<file path="src/sv/ude_pkg.sv">
// ude_pkg: shared types, constants and helpers of the utf-8 byte decoder
// used by ude_decode, ude_result_buf and utf8_decoder_byte_escape_top
`default_nettype none

package ude_pkg;

	localparam int RES_MAX = 4;
	localparam int HOLD_DEPTH = 3;

	localparam logic [20:0] ESC_BASE = 21'h00DC80;

	localparam logic [2:0] SEQ_NONE = 3'd0;
	localparam logic [2:0] SEQ_LEN2 = 3'd2;
	localparam logic [2:0] SEQ_LEN3 = 3'd3;
	localparam logic [2:0] SEQ_LEN4 = 3'd4;

	typedef logic [20:0] cp_t;
	typedef logic [2:0] cnt_t;

	typedef struct packed {
		cp_t        code_point;
		logic [2:0] byte_count;
		logic       escaped;
	} result_t;

	// results caused by one request, slot 0 first
	typedef struct packed {
		result_t [RES_MAX-1:0] entries;
		cnt_t                  count;
	} batch_t;

	function automatic result_t esc_result(input logic [7:0] b);
		result_t r;
		r.code_point = ESC_BASE | {14'd0, b[6:0]};
		r.byte_count = 3'd1;
		r.escaped    = 1'b1;
		return r;
	endfunction

endpackage

`default_nettype wire

</file>
<file path="src/sv/ude_decode.sv">
// ude_decode: pending-sequence state and per-request decode into a result batch
// depends on ude_pkg
`default_nettype none

module ude_decode (
	input  wire logic          clk,
	input  wire logic          arst_n,
	input  wire logic          take,
	input  wire logic [7:0]    in_byte,
	input  wire logic          stream_end,
	output ude_pkg::batch_t    batch
);
	import ude_pkg::*;

	logic [1:0] hc_q;
	logic [2:0] sl_q;
	logic [7:0] held_q [HOLD_DEPTH];

	logic       is_cont;
	logic       is_bad_lead;
	logic [2:0] lead_len;
	logic       flush;
	logic       cur_valid;
	logic       hold_first;
	logic       hold_next;
	result_t    cur;
	cp_t        done_cp;

	always_comb begin
		unique case (sl_q)
			SEQ_LEN2: done_cp = {10'd0, held_q[0][4:0], in_byte[5:0]};
			SEQ_LEN3: done_cp = {5'd0, held_q[0][3:0], held_q[1][5:0], in_byte[5:0]};
			default:  done_cp = {held_q[0][2:0], held_q[1][5:0], held_q[2][5:0],
				in_byte[5:0]};
		endcase
	end

	always_comb begin
		is_cont     = (in_byte[7:6] == 2'b10);
		is_bad_lead = (in_byte[7:3] == 5'b11111);
		if (!in_byte[5])
			lead_len = SEQ_LEN2;
		else if (!in_byte[4])
			lead_len = SEQ_LEN3;
		else
			lead_len = SEQ_LEN4;

		flush      = 1'b0;
		cur_valid  = 1'b0;
		hold_first = 1'b0;
		hold_next  = 1'b0;
		cur        = esc_result(in_byte);

		if (hc_q != 2'd0 && is_cont) begin
			if ({1'b0, hc_q} + 3'd1 >= sl_q) begin
				cur_valid       = 1'b1;
				cur.code_point  = done_cp;
				cur.byte_count  = sl_q;
				cur.escaped     = 1'b0;
			end else if (stream_end) begin
				flush     = 1'b1;
				cur_valid = 1'b1;
			end else begin
				hold_next = 1'b1;
			end
		end else begin
			flush = (hc_q != 2'd0);
			if (!in_byte[7]) begin
				cur_valid       = 1'b1;
				cur.code_point  = {13'd0, in_byte};
				cur.byte_count  = 3'd1;
				cur.escaped     = 1'b0;
			end else if (is_cont || is_bad_lead || stream_end) begin
				cur_valid = 1'b1;
			end else begin
				hold_first = 1'b1;
			end
		end
	end

	// held bytes first, then the current result
	always_comb begin
		for (int i = 0; i < HOLD_DEPTH; i++) begin
			if (flush && 2'(i) < hc_q)
				batch.entries[i] = esc_result(held_q[i]);
			else
				batch.entries[i] = cur;
		end
		batch.entries[RES_MAX-1] = cur;
		batch.count = (flush ? {1'b0, hc_q} : 3'd0) + {2'd0, cur_valid};
	end

	always_ff @(posedge clk or negedge arst_n) begin
		if (!arst_n) begin
			hc_q <= 2'd0;
			sl_q <= SEQ_NONE;
		end else if (take) begin
			if (hold_first) begin
				hc_q <= 2'd1;
				sl_q <= lead_len;
			end else if (hold_next) begin
				hc_q <= hc_q + 2'd1;
			end else begin
				hc_q <= 2'd0;
				sl_q <= SEQ_NONE;
			end
		end
	end

	always_ff @(posedge clk) begin
		if (take && hold_first)
			held_q[0] <= in_byte;
		for (int i = 1; i < HOLD_DEPTH; i++) begin
			if (take && hold_next && hc_q == 2'(i))
				held_q[i] <= in_byte;
		end
	end

	a_held_below_len: assert property (@(posedge clk) disable iff (!arst_n)
		hc_q != 2'd0 |-> ({1'b0, hc_q} < sl_q && sl_q >= SEQ_LEN2 && sl_q <= SEQ_LEN4))
		else $error("held count not below sequence length");

	a_idle_len: assert property (@(posedge clk) disable iff (!arst_n)
		hc_q == 2'd0 |-> sl_q == SEQ_NONE)
		else $error("sequence length set with nothing held");

	a_batch_count: assert property (@(posedge clk) disable iff (!arst_n)
		batch.count <= 3'(RES_MAX))
		else $error("result batch larger than four");

endmodule

`default_nettype wire

</file>
<file path="src/sv/ude_result_buf.sv">
// ude_result_buf: register of one request's results, shifted out one per unstalled cycle
// depends on ude_pkg
`default_nettype none

module ude_result_buf (
	input  wire logic            clk,
	input  wire logic            arst_n,
	input  wire logic            load,
	input  wire ude_pkg::batch_t batch,
	output logic                 can_load,
	output logic                 out_valid,
	input  wire logic            out_stall,
	output logic [20:0]          code_point,
	output logic [2:0]           byte_count,
	output logic                 escaped,
	output logic                 run_last
);
	import ude_pkg::*;

	result_t list_q [RES_MAX];
	cnt_t    cnt_q;
	logic    take_out;

	assign out_valid  = (cnt_q != 3'd0);
	assign take_out   = out_valid && !out_stall;
	assign can_load   = (cnt_q == 3'd0) || (cnt_q == 3'd1 && take_out);
	assign code_point = list_q[0].code_point;
	assign byte_count = list_q[0].byte_count;
	assign escaped    = list_q[0].escaped;
	assign run_last   = (cnt_q == 3'd1);

	always_ff @(posedge clk or negedge arst_n) begin
		if (!arst_n) begin
			cnt_q <= 3'd0;
		end else if (load) begin
			cnt_q <= batch.count;
		end else if (take_out) begin
			cnt_q <= cnt_q - 3'd1;
		end
	end

	always_ff @(posedge clk) begin
		if (load) begin
			for (int i = 0; i < RES_MAX; i++)
				list_q[i] <= batch.entries[i];
		end else if (take_out) begin
			for (int i = 0; i < RES_MAX - 1; i++)
				list_q[i] <= list_q[i+1];
		end
	end

	a_cnt_range: assert property (@(posedge clk) disable iff (!arst_n)
		cnt_q <= 3'(RES_MAX))
		else $error("result count out of range");

	a_load_when_drained: assert property (@(posedge clk) disable iff (!arst_n)
		load |-> (cnt_q == 3'd0 || (cnt_q == 3'd1 && take_out)))
		else $error("batch loaded over pending results");

	a_stall_holds: assert property (@(posedge clk) disable iff (!arst_n)
		out_valid && out_stall |=> $stable(cnt_q) && $stable(list_q[0]))
		else $error("pending result changed under stall");

endmodule

`default_nettype wire

</file>
<file path="src/sv/utf8_decoder_byte_escape_top.sv">
// utf8_decoder_byte_escape_top: top level of the utf-8 byte decoder with byte escapes
// depends on ude_pkg, ude_decode, ude_result_buf
//
// One raw byte is taken per request. ASCII bytes and completed 2-, 3- and 4-byte
// sequences each give one code point; undecodable bytes give 0xDC80 | low 7 bits
// with escaped set. run_last marks the final result of each input byte, and a byte
// that only extends a pending sequence gives none. A result appears the cycle after
// its byte is taken. The block takes one byte per cycle while out_stall is low and
// each byte gives at most one result; a byte that breaks a pending sequence or ends
// the stream inside one gives up to four results, sent one per unstalled cycle
// through the single result port; the input stalls until the last one is being taken.
`default_nettype none

module utf8_decoder_byte_escape_top (
	input  wire logic        clk,
	input  wire logic        arst_n,
	input  wire logic        in_valid,
	output logic             in_stall,
	input  wire logic [7:0]  in_byte,
	input  wire logic        stream_end,
	output logic             out_valid,
	input  wire logic        out_stall,
	output logic [20:0]      code_point,
	output logic [2:0]       byte_count,
	output logic             escaped,
	output logic             run_last
);
	import ude_pkg::*;

	batch_t batch;
	logic   can_load;
	logic   take;

	assign in_stall = !can_load;
	assign take     = in_valid && can_load;

	ude_decode u_decode (
		.clk        (clk),
		.arst_n     (arst_n),
		.take       (take),
		.in_byte    (in_byte),
		.stream_end (stream_end),
		.batch      (batch)
	);

	ude_result_buf u_result_buf (
		.clk        (clk),
		.arst_n     (arst_n),
		.load       (take),
		.batch      (batch),
		.can_load   (can_load),
		.out_valid  (out_valid),
		.out_stall  (out_stall),
		.code_point (code_point),
		.byte_count (byte_count),
		.escaped    (escaped),
		.run_last   (run_last)
	);

endmodule

`default_nettype wire

</file>
<file path="config.mk">
export PLATFORM = sky130hd
export DESIGN_NAME = utf8_decoder_byte_escape_top
export DESIGN_NICKNAME = d
export VERILOG_FILES = /design/src/sv/ude_pkg.sv /design/src/sv/ude_decode.sv /design/src/sv/ude_result_buf.sv /design/src/sv/utf8_decoder_byte_escape_top.sv
export SDC_FILE = /design/constraint.sdc
export NUM_CORES = 1
export LEC_CHECK = 0
export BUFFER_PORTS_ARGS = -buffer_cell sky130_fd_sc_hd__buf_4
export CORE_ASPECT_RATIO = 1.25
export CORE_MARGIN = 10
export CORE_UTILIZATION = 28
export DETAILED_ROUTE_END_ITERATION = 8
export GPL_ROUTABILITY_DRIVEN = 0
export RECOVER_POWER = 50
export SYNTH_ARGS = -nofsm -noshare
export SYNTH_HDL_FRONTEND = slang
export SYNTH_HIERARCHICAL = 1
export SYNTH_SLANG_ARGS = --single-unit
export TNS_END_PERCENT = 1
</file>
<file path="constraint.sdc">
create_clock -name clk -period 13.21 [get_ports clk]
set_input_delay 1.9815 -clock clk [delete_from_list [all_inputs] [get_ports clk]]
set_output_delay 1.9815 -clock clk [all_outputs]
set_load 0.02 [all_outputs]
</file>
Word-level counts from Yosys, hierarchy flattened
Memories as Yosys holds them, arrays and structs flattened.
Index checks and enable logic that the tools add are counted.
{"block": "totals", "ff_bits": 8, "ramBits": 124, "in_bits": 13, "wordCells": 96, "mem_count": 2}
{"block": "op_classes", "addsub": 4, "n_lt_le_gt_ge": 4, "eq_ne": 8, "muxes": 49, "bitwise_logic": 3, "n_reduce_logical": 23}
{"memory": "u_result_buf.list_q", "depth": 4, "word_bits": 25, "read_ports": 4, "rd_clocked_by_memory_dff": 0, "wr": 4, "line_no": "ude_result_buf.sv:20", "rtl": "result_t list_q [RES_MAX];"}
{"memory": "u_decode.held_q", "depth": 3, "word_bits": 8, "read_ports": 3, "rd_clocked_by_memory_dff": 0, "wr": 1, "line_no": "ude_decode.sv:17", "rtl": "logic [7:0] held_q [HOLD_DEPTH];"}
{"cell": "$mux W25", "n": 8}
{"cell": "$pmux W21 S2", "n": 1}
{"cell": "$mux W1", "n": 26}
{"cell": "$mux W20", "n": 1}
{"cell": "$mux W3", "n": 6}
{"cell": "$mux W8", "n": 2}
{"cell": "$reduce_or A8 Y1", "n": 2}
{"cell": "$logic_and A1 B1 Y1", "n": 11}
{"cell": "$mux W2", "n": 5}
{"cell": "$eq A3 B2 Y1 const B", "n": 2}
{"cell": "$eq A5 B5 Y1 const B", "n": 1}
{"cell": "$eq A2 B2 Y1 const B", "n": 2}
{"cell": "$lt A1 B2 Y1 const A", "n": 2}
{"cell": "$reduce_bool A2 Y1", "n": 2}
{"cell": "$add A2 B1 Y3 const B", "n": 1}
{"cell": "$add A3 B1 Y3", "n": 1}
{"cell": "$eq A3 B1 Y1 const B", "n": 1}
{"cell": "$ge A3 B3 Y1", "n": 1}
{"cell": "$logic_not A3 Y1", "n": 1}
{"cell": "$logic_or A1 B1 Y1", "n": 3}
{"cell": "$or A1 B1 Y1", "n": 3}
{"cell": "$reduce_bool A3 Y1", "n": 1}
{"cell": "$sub A3 B1 Y3 const B", "n": 1}
{"cell": "$add A2 B1 Y2 const B", "n": 1}
{"cell": "other kinds (5)", "n": 6}

Logic depth before layout (Yosys ltp)
Gate-level depths: netlist of run 1.
{"block": "depth", "word_depth": 12, "ltp_mapped": 13, "depth_no_buf": 12}

Cells and area by module
The synthesis of run 1 kept the hierarchy.
{"mod": "ude_result_buf", "instances": 1, "cells_each": 214, "area_per_inst_um2": 4394.2, "seq_area_each_um2": 3078.0}
{"mod": "ude_decode", "instances": 1, "cells_each": 227, "area_per_inst_um2": 2228.4, "seq_area_each_um2": 755.7}
{"mod": "utf8_decoder_byte_escape_top", "instances": 1, "cells_each": 2, "area_per_inst_um2": 10.0, "seq_area_each_um2": 0.0}

Worst setup path after synthesis of run 1
Ideal clock, no wire load.
{"block": "synth_timing", "path_type": "input to register", "startpoint": "input out_stall", "endpoint": "memory u_result_buf/list_q[0][0] in the netlist's numbering (enable)", "arrival_time_ns": 5.472, "path_slack_ns": 7.214, "path_stages": 1, "n_path_buf": 0, "cell_sequence": "o21bai_1"}
{"item": "start, declared", "line_no": "utf8_decoder_byte_escape_top.sv:22", "rtl": "input wire logic out_stall,"}
{"item": "end, declared", "line_no": "ude_result_buf.sv:20"}

==> reports/qor.tcl, run 1 <==
set qor(cp.required_ns) 13.13
set qor(cp-end-kind) {flop}
set qor(clock_tree.htree_level_count) 4
set qor(grt_setup_unrepaired) {false}
set qor(start_util_pct) 28.60
set qor(nFillCells) 2264
set qor(worstMarginPinSlew_ns) 4.285
set qor(grt_antenna_before_repair) 0
set qor(grt_pass1_vias) 3805
set qor(synth.top_cell.area_share_pct) 54.78
set qor(timing.critical_path.cells) {clkbuf_1 -> o21ai_0 -> and2_0 -> clkbuf_1 -> o21bai_2 -> clkbuf_1}
set qor(area.growth.synth_to_final_pct) 11.13
set qor(start_kind) {input pin}
set qor(cts-buffers-inserted) 17
set qor(violated_checks) {capacitance limit, slew limit}
set qor(ant_nets) 0
set qor(nets) 497
set qor(crit_path_top_delay_cell) {sky130_fd_sc_hd__clkbuf_1}
set qor(dominantRegCellSynth) {sky130_fd_sc_hd__edfxtp_1}
set qor(min-delay-path-class) {flop to flop}
set qor(yosys_register_bits) 129
set qor(final_hold_viol_count) 0
set qor(core_area_um2) 23190
set qor(crit_path_max_incr_delay_ns) 3.01
set qor(combined_area_of_all_synthesized_cells_um2) 6633
set qor(post_cts.resized_instances) 0
set qor(achievable-frequency_mhz) 131.7
set qor(via_density_per_instance) 4.645
set qor(totalWireLength_um) 13200
set qor(mostFrequentLayoutCell) {sky130_fd_sc_hd__edfxtp_1}
set qor(worst_r2r_startpoint) {u_result_buf/cnt_q[0]}
set qor(post_route_minimum_period_ns) 7.591
set qor(hold_path.startpoint) {u_result_buf/list_q[1][15]}
set qor(detail_route.first_pass.iterations) 5
set qor(synthesis.instances) 443
set qor(overall_die_width_um) 157.7
set qor(synth_seq_area_share_pct) 57.80
set qor(period_utilisation_layout_pct) 57.46
set qor(die_area_um2) 30280
set qor(timing_max_transition_violations_final) 117
set qor(crit_buf_inv) 3
set qor(grt_start_max_net_pins) 76
set qor(first_iter_violations) 313
set qor(place.detailed.hpwl_um) 8597
set qor(critPathArrivalTime_ns) 7.51
set qor(result_of_the_run) {complete, but fails checks}
set qor(critical-path-top-delay-family) {buffers and inverters}
set qor(syn-num-nets) 467
set qor(port-buffer-count) 40
set qor(layout-drive-gt1-share_pct) 26.13
set qor(via_count) 3595
set qor(syn_avg_cell_area_um2) 14.97
set qor(p_leak_nw) 2.781
set qor(cts.repair_timing.setup_buffer_count) 0
set qor(critPathMaxFanout) 75
set qor(holdBufCountCts) 0
set qor(synth-edff-count) 121
set qor(max-slew-margin-rel_pct) -185.7
set qor(worst_clock_skew_ns) 0.006891
set qor(clock_sink_count) 129
set qor(clk_pin_slew_ns) 0.06
set qor(timing.max_cap.violations) 2
set qor(r2r.worst_path.cells) 9
set qor(groute.usage.overall_pct) 8.993
set qor(grt_remaining_overflow) 0
set qor(io_pins) 41
set qor(timing_worst_setup_path_type) {input pin to flop}
set qor(worst_r2r_endpoint) {u_result_buf/list_q[0][12]}
set qor(global_route_wire_length_before_repair_um) 21080
set qor(crit_path_start) {out_stall}
set qor(cts_tree) {done}
set qor(timing.reg2reg.setup_slack_ns) 6.20
set qor(timing.critical_path.mode_cell) {sky130_fd_sc_hd__clkbuf_1}
set qor(asyncSetResetFlopFracSynth_pct) 6.202
set qor(drc) 0
set qor(post_synthesis_cell_type_count) 47
set qor(insertion_delay_ns) 0.42
set qor(yosysWarningCount) 6
set qor(floorplan.die.height_um) 192.1
set qor(holdPathStages) 1
set qor(synth.area.top_cells) {sky130_fd_sc_hd__edfxtp_1 55%, sky130_fd_sc_hd__mux2_4 11%, sky130_fd_sc_hd__mux2_2 5.9%}
set qor(post_drt_wl_per_cell_um) 17.06
set qor(insertedDiodeCount) 0
set qor(floorplan.rows) 62
set qor(setup_violations) 0
set qor(buffer_depth_of_the_longest_clock_path) 2
set qor(clock-root-buffer) {sky130_fd_sc_hd__clkbuf_16}
set qor(layout_common_cells) {121 x sky130_fd_sc_hd__edfxtp_1, 50 x sky130_fd_sc_hd__mux2_4, 38 x sky130_fd_sc_hd__clkbuf_1, 35 x sky130_fd_sc_hd__mux2_2, 28 x sky130_fd_sc_hd__nand2_1}
set qor(power.density_cell_area_nw_per_um2) 225.5
set qor(synth.largest_area_cell) {sky130_fd_sc_hd__edfxtp_1}
set qor(tns_ns) 0
set qor(hold_path_end) {u_result_buf/list_q[0][15]}
set qor(finalPower_mw) 1.662
set qor(max-vdd-ir-drop_mv) 0.09793
==> area by class of cell <==
type / count / area (µm²) / share of cell area [%]
flip-flops and latches: 129 / 3834 / 52.01
multi-input cells: 258 / 2333 / 31.66
clock buffers: 17 / 425.4 / 5.772
well taps: 288 / 360.3 / 4.889
repair buffers: 44 / 187.7 / 2.546
clock inverters: 15 / 143.9 / 1.952
inverters: 23 / 86.33 / 1.171
==> cell usage after synthesis, types with 2 or more instances <==
cell / instances
sky130_fd_sc_hd__or3_1: 4
sky130_fd_sc_hd__o21ai_0: 4
sky130_fd_sc_hd__ha_1: 11
sky130_fd_sc_hd__mux2_4: 50
sky130_fd_sc_hd__inv_1: 23
sky130_fd_sc_hd__a211oi_1: 9
sky130_fd_sc_hd__clkbuf_1: 9
sky130_fd_sc_hd__buf_6: 5
sky130_fd_sc_hd__edfxtp_1: 121
sky130_fd_sc_hd__o41ai_4: 6
sky130_fd_sc_hd__dfrtp_1: 8
sky130_fd_sc_hd__buf_8: 5
sky130_fd_sc_hd__buf_4: 8
sky130_fd_sc_hd__nor2b_1: 7
sky130_fd_sc_hd__a21oi_1: 8
sky130_fd_sc_hd__nand2_1: 28
sky130_fd_sc_hd__nand3_1: 3
sky130_fd_sc_hd__mux2_1: 11
sky130_fd_sc_hd__nand2b_1: 2
sky130_fd_sc_hd__buf_2: 6
sky130_fd_sc_hd__mux2i_1: 5
sky130_fd_sc_hd__mux2_2: 35
sky130_fd_sc_hd__and2_1: 7
sky130_fd_sc_hd__nor2_1: 21
sky130_fd_sc_hd__o21ai_4: 2
sky130_fd_sc_hd__and3_1: 24
==> worst max path at each step <==
stage / slack, ns / endpoint / depth (start not counted)
6_report: 5.62 / u_result_buf/list_q[0][12] / 6
5_1_grt: 5.00 / u_result_buf/list_q[0][22] / 6
4_1_cts: 8.63 / in_stall / 4
3_5_place_dp: 8.38 / u_result_buf/list_q[2][15] / 8
3_3_place_gp: 8.46 / u_result_buf/list_q[0][21] / 8
2_1_floorplan: 7.21 / u_result_buf/list_q[0][0] / 1
==> state kept, by name (all words and copies together), names as in the netlist <==
name	count
u_result_buf/list_q	100
u_decode/held_q	21
u_decode/sl_q	3
u_result_buf/cnt_q	3
u_decode/hc_q	2
==> through the flow <==
step                      std cells  hold WS (ns)  setup slack (ns)  cell area, µm²  util [%]
after floorplan                 443        0.4909             7.214            6633         -
after global placement          742        0.5247             8.461            7079     30.52
after detailed placement        742        0.5327             8.385            7079     30.52
after CTS                       774        0.5457             8.626            7649     32.98
after global routing            774        0.5591             5.003            7371     31.78
final                           774        0.5452             5.619            7371     31.78
==> routing by layer <==
| layer | share of wire [%] | up-vias | GRT usage, % | wire (µm) |
|---|---|---|---|---|
| met5 | 0 | - | 0 | 0 |
| met4 | 1.6 | 0 | 3.494 | 212 |
| met3 | 4.6 | 15 | 2.731 | 612 |
| met2 | 50 | 91 | 14.65 | 6597 |
| met1 | 44 | 1787 | 10.88 | 5781 |
| li1 | - | 1702 | - | - |
==> cells by family (layout without fill, tap and decap cells) <==
group / count (synthesis) / in the layout / synth area share, %
mux: 101 / 101 / 19.88
simple gates: 103 / 103 / 8.131
compound gates: 42 / 42 / 6.829
buf+inv: 56 / 99 / 5.150
flops: 129 / 129 / 57.80
xor+xnor: 1 / 1 / 0.1321
fa+ha+maj: 11 / 11 / 2.075
==> power breakdown <==
part | total (mW) | internal [mW] | leakage (nW) | switching (mW)
registers | 0.693 | 0.652 | 1.26 | 0.0411
clock network | 0.448 | 0.275 | 0.272 | 0.173
logic | 0.521 | 0.208 | 1.25 | 0.314
total | 1.66 | 1.13 | 2.78 | 0.528
Power figures use the tool's default switching activity.
==> run 2: changes to the inputs <==
==> constraint.sdc (replaced) <==
create_clock -name clk -period 7.65 [get_ports clk]
set_input_delay 1.1475 -clock clk [delete_from_list [all_inputs] [get_ports clk]]
set_output_delay 1.1475 -clock clk [all_outputs]
set_load 0.02 [all_outputs]
==> reports/qor.tcl, run 2 (synthesis gave the netlist of run 1 again) <==
set qor(result_of_the_run) {complete, but fails checks}
set qor(violated_checks) {capacitance limit, slew limit}
set qor(timing_max_transition_violations_final) 41 ;# -65%
set qor(timing_worst_setup_path_type) {flop to flop}
set qor(achievable-frequency_mhz) 208.2
set qor(min-delay-path-class) {flop to flop}
set qor(grt_remaining_overflow) 0 ;# unchanged
set qor(timing.max_cap.violations) 1 ;# -1
set qor(core_area_um2) 23190 ;# unchanged
set qor(start_util_pct) 28.60 ;# unchanged
set qor(insertedDiodeCount) 0 ;# unchanged
set qor(final_core_utilization_pct) 31.47 ;# -0.31 points
set qor(p_leak_nw) 2.739 ;# -1.5%
set qor(first_iter_violations) 199 ;# -36%
set qor(max-slew-margin-rel_pct) -45.57 ;# +140 points
set qor(finalInstanceArea_um2) 7298 ;# -0.98%
set qor(port-buffer-count) 40 ;# unchanged
set qor(buffer_depth_of_the_longest_clock_path) 2 ;# unchanged
set qor(final_hold_viol_count) 0 ;# unchanged
set qor(worstMarginPinSlew_ns) 2.183 ;# -2.101 ns
set qor(holdBufCountCts) 0 ;# unchanged
set qor(worst_r2r_startpoint) {u_result_buf/cnt_q[0]}
set qor(register_with_the_highest_flop_count) {u_result_buf/list_q}
set qor(die_area_um2) 30280 ;# unchanged
set qor(clk_pin_slew_ns) 0.06 ;# about the same
set qor(critPathMaxFanout) 54 ;# -28%
set qor(grt_antenna_before_repair) 0 ;# unchanged
set qor(critical-path-top-delay-family) {buffers and inverters}
set qor(tns_ns) 0 ;# unchanged
set qor(path_depth) 11 ;# +5
set qor(via_count) 3522 ;# -2.0%
set qor(crit_path_max_incr_delay_ns) 1.56 ;# -1.45 ns
set qor(post_drt_wl_per_cell_um) 17.05 ;# about the same
set qor(crit_path_top_delay_cell) {sky130_fd_sc_hd__clkbuf_1}
set qor(r2r.worst_path.cells) 11 ;# +2
set qor(setup_violations) 0 ;# unchanged
set qor(cp-end-kind) {flop}
set qor(worst_r2r_endpoint) {u_result_buf/list_q[1][10]}
set qor(cp.required_ns) 7.81 ;# -5.32 ns
set qor(clock_tree.htree_level_count) 4 ;# unchanged
set qor(detail_route.first_pass.iterations) 4 ;# -1
set qor(largest_reg_flops) 100 ;# unchanged
set qor(grt_pass1_vias) 3849 ;# +1.2%
set qor(mostFrequentLayoutCell) {sky130_fd_sc_hd__edfxtp_1}
set qor(global_route_wire_length_before_repair_um) 20810 ;# -1.3%
set qor(totalWireLength_um) 13200 ;# about the same
set qor(ant_nets) 0 ;# unchanged
set qor(area.growth.synth_to_final_pct) 10.04
set qor(cts_tree) {done}
set qor(clock-root-buffer) {sky130_fd_sc_hd__clkbuf_16}
set qor(period_utilisation_layout_pct) 62.78
set qor(max-vdd-ir-drop_mv) 0.2021 ;# +110%
set qor(cts.repair_timing.setup_buffer_count) 0 ;# unchanged
set qor(via_density_per_instance) 4.550 ;# -2.0%
set qor(critPathArrivalTime_ns) 4.97 ;# -2.54 ns
set qor(io_pins) 41 ;# unchanged
set qor(layout.cells.non_filler) 774 ;# unchanged
set qor(insertion_delay_ns) 0.42 ;# about the same
set qor(timing.critical_path.cells) {inv_1 -> ha_1 -> nor2b_1 -> inv_1 -> o21ai_0 -> and2_0 -> clkbuf_1 -> nor3_1 -> buf_4 -> buf_4 -> mux2_4}
set qor(placedInstanceArea_um2) 7087 ;# +0.11%
set qor(groute.usage.overall_pct) 8.856 ;# -0.14 points
set qor(drc) 0 ;# unchanged
set qor(grt_start_max_net_pins) 76 ;# unchanged
set qor(post_cts.resized_instances) 0 ;# unchanged
set qor(place.detailed.hpwl_um) 8562 ;# -0.40%
set qor(hold_path.startpoint) {u_result_buf/list_q[2][1]}
set qor(nFillCells) 2283 ;# +0.84%
set qor(layout-drive-gt1-share_pct) 24.28 ;# -1.9 points
set qor(floorplan.die.height_um) 192.1 ;# unchanged
set qor(cts-buffers-inserted) 17 ;# unchanged
set qor(holdPathStages) 1 ;# unchanged
set qor(floorplan.rows) 62 ;# unchanged
set qor(place_inst) 743 ;# +0.13%
set qor(post_route_minimum_period_ns) 4.803
set qor(worst_clock_skew_ns) 0.008208 ;# +0.001317 ns
set qor(nets) 498 ;# +0.20%
set qor(clock_sink_count) 129 ;# unchanged
set qor(grt_setup_unrepaired) {false}
set qor(hold_path_end) {u_result_buf/list_q[1][1]}
set qor(power.density_cell_area_nw_per_um2) 380.5 ;# +69%
set qor(timing.reg2reg.setup_slack_ns) 2.85 ;# -3.35 ns
set qor(start_kind) {flop}
set qor(layout_common_cells) {121 x sky130_fd_sc_hd__edfxtp_1, 42 x sky130_fd_sc_hd__mux2_4, 38 x sky130_fd_sc_hd__clkbuf_1, 35 x sky130_fd_sc_hd__mux2_2, 28 x sky130_fd_sc_hd__nand2_1}
set qor(crit_buf_inv) 5 ;# +2
set qor(finalPower_mw) 2.777 ;# +67%
set qor(overall_die_width_um) 157.7 ;# unchanged
set qor(top_regs) {u_result_buf/list_q x100, u_decode/held_q x21}
run 2: cell count changes in the layout (fill, tap and decap cells not counted), sizes merged:
| cell | before | now |
|---|---|---|
| buf | 6 | 8 |
| inv | 24 | 23 |
| bufinv | 2 | 1 |
run 2: report_power, final:
group          total, mW  internal, mW  switching [mW]
Sequential          1.18          1.11          0.0704
Clock              0.724         0.437           0.287
Combinational      0.875         0.339           0.536
run 2: routing by layer:
layer	global-route usage, %	share of wire, %	up-vias
met2	14.72	50	74
met5	0	0	-
met4	3.782	2.2	0
met1	10.51	44	1732
li1	-	-	1698
met3	2.417	4.4	18
run 2: worst max-delay path by stage:
stage,startpoint,to,slack (ns)
after floorplan,out_stall,u_result_buf/list_q[0][0],2.49
after global placement,out_stall,u_result_buf/list_q[2][16],3.68
after detailed placement,out_stall,u_result_buf/list_q[2][11],3.62
after CTS,u_result_buf/cnt_q[0],u_result_buf/list_q[0][23],3.99
after global routing,u_result_buf/cnt_q[0],u_result_buf/list_q[1][10],2.38
final,u_result_buf/cnt_q[0],u_result_buf/list_q[1][10],2.85
run 2: area by class of cell:
cell class	instances	area [µm²]	share of cell area [%]
clock inverter	13	97.59	1.337
timing repair buffer	45	198.9	2.726
tap	288	360.3	4.937
inverter	23	86.33	1.183
clock buffer	18	429.2	5.880
multi-input combinational	258	2292	31.41
sequential	129	3834	52.53
run 2: metrics by stage:
step	hold WS (ns)	setup slack (ns)
after floorplan	0.4909	2.488
after global placement	0.5258	3.682
after detailed placement	0.5309	3.618
after CTS	0.5304	3.990
after global routing	0.5518	2.384
final	0.5388	2.847
run 2: worst reg2reg max path: stages (launching register included):
cell	delay [ns]
sky130_fd_sc_hd__dfrtp_1	0.40
sky130_fd_sc_hd__inv_1	0.09
sky130_fd_sc_hd__ha_1	0.17
sky130_fd_sc_hd__nor2b_1	0.37
sky130_fd_sc_hd__inv_1	0.15
sky130_fd_sc_hd__o21ai_0	0.13
sky130_fd_sc_hd__and2_0	0.15
sky130_fd_sc_hd__clkbuf_1	1.56
sky130_fd_sc_hd__nor3_1	0.28
sky130_fd_sc_hd__buf_4	0.36
sky130_fd_sc_hd__buf_4	0.42
sky130_fd_sc_hd__mux2_4	0.47
